--- config.mk ---
export PLATFORM = sky130hd
export DESIGN_NAME = nfde_ctrl
export DESIGN_NICKNAME = d
export VERILOG_FILES = /design/src/hw/rtl/nfde_pkg.sv /design/src/hw/rtl/nfde_ctrl.sv
export SDC_FILE = /design/constraint.sdc
export NUM_CORES = 1
export LEC_CHECK = 0
export ABC_AREA = 1
export BUFFER_PORTS_ARGS = -buffer_cell sky130_fd_sc_hd__buf_2
export CAP_MARGIN = 20
export CORE_AREA = 3 3 52 54
export DETAILED_ROUTE_END_ITERATION = 8
export DIE_AREA = 0 0 55 57
export MAX_ROUTING_LAYER = met4
export PLACE_DENSITY = 0.66
export SKIP_LAST_GASP = 1
export SLEW_MARGIN = 0
export SYNTH_ARGS = -nofsm -noshare
export SYNTH_HDL_FRONTEND = slang
export SYNTH_SLANG_ARGS = --single-unit
--- constraint.sdc ---
create_clock -name clock -period 1.6 [get_ports clock]
set_input_delay 0.4 -clock clock [delete_from_list [all_inputs] [get_ports clock]]
set_output_delay 0.4 -clock clock [all_outputs]
set_load 0.02 [all_outputs]
--- src/hw/rtl/nfde_pkg.sv ---
// shared types and constants for the nibble framebuffer draw engine
`default_nettype none
package nfde_pkg;

   // store geometry
   localparam int STORE_DEPTH = 8192;
   localparam int ADDR_W      = $clog2(STORE_DEPTH);

   // panel size after reset
   localparam int MAX_WIDTH  = 128;
   localparam int MAX_HEIGHT = 128;

   // nibble masks
   localparam logic [7:0] LO_NIBBLE = 8'h0F;
   localparam logic [7:0] HI_NIBBLE = 8'hF0;

   // command codes
   localparam logic [2:0] CMD_SET   = 3'd0;
   localparam logic [2:0] CMD_LINE  = 3'd1;
   localparam logic [2:0] CMD_RECT  = 3'd2;
   localparam logic [2:0] CMD_CLEAR = 3'd3;
   localparam logic [2:0] CMD_READ  = 3'd4;

   // register indexes
   localparam logic CSR_WIDTH  = 1'b0;
   localparam logic CSR_HEIGHT = 1'b1;

   // datapath operations
   localparam logic [3:0] OP_NONE     = 4'd0;
   localparam logic [3:0] OP_LOAD     = 4'd1;
   localparam logic [3:0] OP_INIT     = 4'd2;
   localparam logic [3:0] OP_CLR      = 4'd3;
   localparam logic [3:0] OP_RD       = 4'd4;
   localparam logic [3:0] OP_RD_LATCH = 4'd5;
   localparam logic [3:0] OP_PIX_ADDR = 4'd6;
   localparam logic [3:0] OP_PIX_RD   = 4'd7;
   localparam logic [3:0] OP_PIX_WR   = 4'd8;
   localparam logic [3:0] OP_BOX_INIT = 4'd9;
   localparam logic [3:0] OP_BOX_NEXT = 4'd10;
   localparam logic [3:0] OP_LINE_BOX = 4'd11;
   localparam logic [3:0] OP_LINE_STEP = 4'd12;

   // pixel coordinate sources
   localparam logic [1:0] SRC_REQ  = 2'd0;
   localparam logic [1:0] SRC_BOX  = 2'd1;
   localparam logic [1:0] SRC_LINE = 2'd2;

   typedef struct packed {
      logic [3:0] op;
      logic [1:0] src;
   } dp_ctrl_type;

   typedef struct packed {
      logic init_last;
      logic clr_empty;
      logic clr_last;
      logic box_empty;
      logic box_draw;
      logic box_last;
      logic line_brk;
      logic thick_one;
   } dp_stat_type;

endpackage
`default_nettype wire

--- src/hw/rtl/nfde_ctrl.sv ---
// controller: sequences each transaction over the datapath
`default_nettype none
module nfde_ctrl (
   input  wire logic                  clock,
   input  wire logic                  reset,
   input  wire logic                  start,
   input  wire logic [2:0]            req_cmd,
   input  wire logic [3:0]            req_thickness,
   input  wire nfde_pkg::dp_stat_type stat,
   output nfde_pkg::dp_ctrl_type      ctrl,
   output logic                       busy,
   output logic                       rsp_strobe
);
   localparam logic [3:0] ST_INIT     = 4'd0;
   localparam logic [3:0] ST_IDLE     = 4'd1;
   localparam logic [3:0] ST_P_ADDR   = 4'd2;
   localparam logic [3:0] ST_P_RD     = 4'd3;
   localparam logic [3:0] ST_P_WR     = 4'd4;
   localparam logic [3:0] ST_BOX_INIT = 4'd5;
   localparam logic [3:0] ST_BOX_PIX  = 4'd6;
   localparam logic [3:0] ST_BOX_NEXT = 4'd7;
   localparam logic [3:0] ST_LINE_PT  = 4'd8;
   localparam logic [3:0] ST_LINE_STEP = 4'd9;
   localparam logic [3:0] ST_CLR_INIT = 4'd10;
   localparam logic [3:0] ST_CLR      = 4'd11;
   localparam logic [3:0] ST_RD       = 4'd12;
   localparam logic [3:0] ST_RD_LATCH = 4'd13;
   localparam logic [3:0] ST_RESP     = 4'd14;

   logic [3:0] state_ff, state_in;
   logic [1:0] src_ff, src_in;
   logic       is_line_ff, is_line_in;

   always_ff @(posedge clock) begin
      if (reset) begin
         state_ff   <= ST_INIT;
         src_ff     <= nfde_pkg::SRC_REQ;
         is_line_ff <= 1'b0;
      end else begin
         state_ff   <= state_in;
         src_ff     <= src_in;
         is_line_ff <= is_line_in;
      end
   end

   // next state and datapath command
   always_comb begin
      state_in   = state_ff;
      src_in     = src_ff;
      is_line_in = is_line_ff;
      ctrl.op    = nfde_pkg::OP_NONE;
      ctrl.src   = src_ff;
      unique case (state_ff)
         ST_INIT: begin
            ctrl.op = nfde_pkg::OP_INIT;
            if (stat.init_last) state_in = ST_IDLE;
         end
         ST_IDLE: begin
            if (start) begin
               ctrl.op    = nfde_pkg::OP_LOAD;
               is_line_in = (req_cmd == nfde_pkg::CMD_LINE);
               src_in     = nfde_pkg::SRC_REQ;
               priority case (req_cmd)
                  nfde_pkg::CMD_SET:   state_in = ST_P_ADDR;
                  nfde_pkg::CMD_LINE:
                     state_in = (req_thickness == 4'd0) ? ST_RESP : ST_LINE_PT;
                  nfde_pkg::CMD_RECT:  state_in = ST_BOX_INIT;
                  nfde_pkg::CMD_CLEAR: state_in = ST_CLR_INIT;
                  nfde_pkg::CMD_READ:  state_in = ST_RD;
                  default:             state_in = ST_RESP;
               endcase
            end
         end
         ST_P_ADDR: begin
            ctrl.op  = nfde_pkg::OP_PIX_ADDR;
            state_in = ST_P_RD;
         end
         ST_P_RD: begin
            ctrl.op  = nfde_pkg::OP_PIX_RD;
            state_in = ST_P_WR;
         end
         ST_P_WR: begin
            ctrl.op = nfde_pkg::OP_PIX_WR;
            unique case (src_ff)
               nfde_pkg::SRC_BOX:  state_in = ST_BOX_NEXT;
               nfde_pkg::SRC_LINE: state_in = ST_LINE_STEP;
               default:            state_in = ST_RESP;
            endcase
         end
         ST_BOX_INIT: begin
            ctrl.op = nfde_pkg::OP_BOX_INIT;
            if (stat.box_empty) state_in = is_line_ff ? ST_LINE_STEP : ST_RESP;
            else state_in = ST_BOX_PIX;
         end
         ST_BOX_PIX: begin
            src_in = nfde_pkg::SRC_BOX;
            state_in = stat.box_draw ? ST_P_ADDR : ST_BOX_NEXT;
         end
         ST_BOX_NEXT: begin
            ctrl.op = nfde_pkg::OP_BOX_NEXT;
            if (stat.box_last) state_in = is_line_ff ? ST_LINE_STEP : ST_RESP;
            else state_in = ST_BOX_PIX;
         end
         ST_LINE_PT: begin
            if (stat.thick_one) begin
               src_in   = nfde_pkg::SRC_LINE;
               state_in = ST_P_ADDR;
            end else begin
               ctrl.op  = nfde_pkg::OP_LINE_BOX;
               state_in = ST_BOX_INIT;
            end
         end
         ST_LINE_STEP: begin
            ctrl.op  = nfde_pkg::OP_LINE_STEP;
            state_in = stat.line_brk ? ST_RESP : ST_LINE_PT;
         end
         ST_CLR_INIT: state_in = stat.clr_empty ? ST_RESP : ST_CLR;
         ST_CLR: begin
            ctrl.op = nfde_pkg::OP_CLR;
            if (stat.clr_last) state_in = ST_RESP;
         end
         ST_RD: begin
            ctrl.op  = nfde_pkg::OP_RD;
            state_in = ST_RD_LATCH;
         end
         ST_RD_LATCH: begin
            ctrl.op  = nfde_pkg::OP_RD_LATCH;
            state_in = ST_RESP;
         end
         ST_RESP: state_in = ST_IDLE;
         default: state_in = ST_IDLE;
      endcase
   end

   assign busy       = (state_ff != ST_IDLE);
   assign rsp_strobe = (state_ff == ST_RESP);

endmodule
`default_nettype wire

; ---- Word-level counts from Yosys, hierarchy flattened
; Cells that the tools add are included.
[word_totals]
input_bits = 18
ff_bits = 7
elab_cells = 55
[classes]
n_mux = 20
n_eq_ne = 25
reduce_logical = 7
[op_table]
columns = op, n
row1 = $pmux W4 S14, 1
row2 = $pmux W4 S12, 1
row3 = $eq A4 B4 Y1 const B, 7
row4 = $mux W4, 6
row5 = $pmux W4 S5, 1
row6 = $mux W3, 6
row7 = $eq A4 B3 Y1 const B, 4
row8 = $eq A4 B2 Y1 const B, 2
row9 = $logic_not A4 Y1, 2
row10 = $ne A2 B2 Y1 const B, 4
row11 = $pmux W4 S2, 1
row12 = $eq A3 B2 Y1 const B, 2
row13 = $pmux W2 S3, 1
row14 = $reduce_and A3 Y1, 2
row15 = $eq A4 B1 Y1 const B, 1
row16 = $mux W2, 2
row17 = $ne A4 B1 Y1 const B, 1
row18 = $eq A3 B1 Y1 const B, 1
row19 = $eq A3 B3 Y1 const B, 1
row20 = $logic_not A3 Y1, 1
row21 = $reduce_bool A3 Y1, 1
row22 = $eq A2 B1 Y1 const B, 1
row23 = $eq A2 B2 Y1 const B, 1
row24 = $reduce_and A2 Y1, 1
row25 = $mux W1, 1

; ---- Logic depth before layout (Yosys ltp)
[logic_depth]
depth_word = 5
mapped_depth = 9
mapped_depth_nobuf = 9

; ---- Least setup slack after synthesis
; Ideal clock, no wire load.
[synth_timing]
kind = register -> output
from = register state_ff[0]
to = output ctrl[2] (netlist bit)
path_slack_ns = 0.135
path_stages_with_launch = 7
n_path_buf = 0
t_required_ns = 1.200
arrival_time_ns = 1.065
path_cell_list = dfxtp_1 inv_2 nor2_4 nand2_4 inv_1 nand2_1 nand3_1
[synth_lines]
columns = element, line
row1 = "start, declared", nfde_ctrl.sv:30  ; logic [3:0] state_ff, state_in;
row2 = "start signal, assigned", nfde_ctrl.sv:40  ; state_ff <= state_in;
row3 = "end, declared", nfde_ctrl.sv:10  ; output nfde_pkg::dp_ctrl_type ctrl,

==> metrics <==
Pre-antenna DRT Iters=4; GRT overflow=0; met3 WL=90 um; synth unique cells=24; net count after synthesis=165; H-tree Lvls=1; Finish-stage setup viols=5; final worst slack=-0.130 ns; max_cap viols=0; Syn. warnings=0; Die Y=57 um; vias in the first global route=981; r2r worst-path depth=12; via count=1063; crit start category=register; Slew Limit Headroom=0.845; slew of the pin with the lowest slew margin=0.231 ns; critical path cell sequence=inv_4 > nor2_4 > nand3_4 > nand2_1 > inv_1 > o211ai_1 > buf_4; num ports=26; routed length on met2=1380 um; top cell family by delay on the critical path=flip-flops; post-layout min period=1.73 ns; Sw Pwr=1.05 mW; sequential-to-total area share from yosys stat=0.178; Diodes inserted=0; CP Buf/Inv Count=3; Final Hold Viols=0; DIE AREA=3140 sq um; Nets=213; total track usage=0.186; sequential power share=0.177; maximum buffer depth of the clock tree=2; Mapped Avg Cell Area=5.43 sq um; DRC viols=0; initial antenna violation count=0; synthesized cell area=787 sq um; CTS clk-pin slew, worst paths=0.05 ns; r2r endpoint=state_ff[2]$_SDFFE_PP0P_; Final Slew Violations=0; DRT iter0 DRCs=27; Hold Path Cell Cnt=2; met1 WL=1160 um; Synth Register Bits=7; uppermost layer routed=met4; most common cell after layout, fill and taps aside=nand2_1; FP Rows=17; maximum clock rate=578 MHz; TritonCTS clock tree=yes; Worst path slowest cell=dfxtp_4; r2r setup slk=-0.03 ns; Worst R2R Start=state_ff[3]$_SDFFE_PP0P_; Root Buffer=clkbuf_4; cts bufs inserted=3; area grow syn2layout=52.1%; VDD IR max=0.00103 V; Sink Count=7; commonest cells after routing, fill and taps aside=42 x nand2_1, 22 x nor2_1, 21 x buf_2, 21 x buf_4, 14 x inv_1; Place WS=-0.00537 ns; Logic pwr share=0.746; HP Class=in -> reg; DR vias/cell=4.83; crit-path max cell delay=0.38 ns; status=finished with violations; DP HPWL=2060 um; WP data required=1.20 ns; port bufs=25; Routed WL per cell=11.9 um; largest net degree at the start of global routing=8; DRT antenna net count=0; Hold EP=src_ff[0]$_SDFFE_PP0P_; Sw Share=0.515; die width=55 um; P_int=0.992 mW; P per Cell Area=1710 nW/um^2; RSZ-0062 raised after global routing=yes; cts hold-fix bufs=0; first-pass GRT wire length=4240 um; clock skew=0.00134 ns; hold wc startpoint=reset; Synth Instances=145; critical path fanouts, max=5; Leak=0.660 nW; Clk pwr share=0.077; failing checks=negative setup slack; core area=2250 sq um; Worst-Skew Late Latency=0.25 ns; Critical Path Stages=7; routability cong.=0.938; layout cell share with drive strength beyond 1=0.406; CP arrival=1.33 ns; CP Capture Type=output port; post-layout util=0.531; Routed WL=2630 um; Crit Path Class=reg -> out; Starting Density=0.349; worst hold slack=0.389 ns; Final period util=1.08
worst reg2reg max path, stage by stage (launching register included):
cell and delay [ns]:
dfxtp_4 0.38, inv_4 0.05, nor2_4 0.18, nand3_4 0.10, buf_4 0.14, buf_4 0.13, buf_4 0.12, buf_4 0.12
nand2_1 0.05, nor2_1 0.04, nand2_1 0.07, o21ai_1 0.08, nor2_1 0.11
Yosys cell counts (all sizes together):
library cell / n / area, sq um
and2: 1 / 6.26
inv: 18 / 67.6
nand2: 50 / 205
o211ai: 2 / 15.0
nor3: 4 / 20.0
and3: 1 / 6.26
o2111ai: 1 / 8.76
dfxtp: 7 / 140
nand3: 14 / 75.1
nand4: 1 / 6.26
a21oi: 7 / 38.8
ha: 2 / 25.0
o21ai: 3 / 15.0
or2: 3 / 21.3
nor2: 31 / 136
logic make-up after synthesis:
| logic type | synth area share |
|---|---|
| AND/OR/NAND/NOR | 0.606 |
| buffers and inverters | 0.0859 |
| flip-flops | 0.178 |
| adder cells (fa/ha/maj) | 0.0318 |
| AO/OA/AOI/OAI | 0.0986 |
sequential cells by signal (all words and copies together), names as in the netlist:
signal,cells
src_ff,2
state_ff,4
is_line_ff,1
what timing repair did:
action | CTS | global route
pin swaps | 3 | 7
resized for setup | 16 | 16
buffers inserted | 5 | 4
endpoints found under the setup margin | 5 | 7
layout make-up:
| type | instances | area [sq um] |
|---|---|---|
| flip-flops and latches | 7 | 155 |
| clock buffers | 4 | 26.3 |
| inverters | 18 | 70.1 |
| fillers | 225 | 1060 |
| multi-input cells | 120 | 637 |
| well taps | 28 | 35.0 |
| repair buffers | 43 | 274 |
power by group through the flow:
stage,combinational (mW),clock (mW),sequential (mW)
6_report,1.53,0.158,0.362
5_1_grt,1.67,0.179,0.376
4_1_cts,1.38,0.168,0.331
3_5_place_dp,1.25,0,0.306
3_3_place_gp,1.25,0,0.301
2_1_floorplan,0.819,0,0.301
worst max path at each step:
stage	startpoint	to	slack [ns]
2_1_floorplan	state_ff[0]$_SDFFE_PP0P_	ctrl[2]	0.13
3_3_place_gp	state_ff[1]$_SDFFE_PP0P_	ctrl[2]	0.04
3_5_place_dp	state_ff[1]$_SDFFE_PP0P_	ctrl[2]	-0.005
4_1_cts	state_ff[3]$_SDFFE_PP0P_	ctrl[3]	-0.14
5_1_grt	state_ff[0]$_SDFFE_PP0P_	ctrl[4]	-0.18
6_report	state_ff[3]$_SDFFE_PP0P_	ctrl[3]	-0.13
per-stage QoR:
stage	area [sq um]	std cells	total power, mW	TNS [ns]
floorplan	787	145	1.12	0
global placement	1010	207	1.55	0
detailed placement	1010	207	1.55	-0.00537
CTS	1120	216	1.88	-0.489
global route	1200	220	2.22	-0.982
finish	1200	220	2.05	-0.482
per-layer routing:
layer  GRT usage  vias to the layer above
met4      0.0556                        0
li1            -                      552
met5           -                        -
met2       0.284                       23
met3      0.0235                        2
met1       0.252                      486
Note: power is estimated with default switching activity, not from simulation.
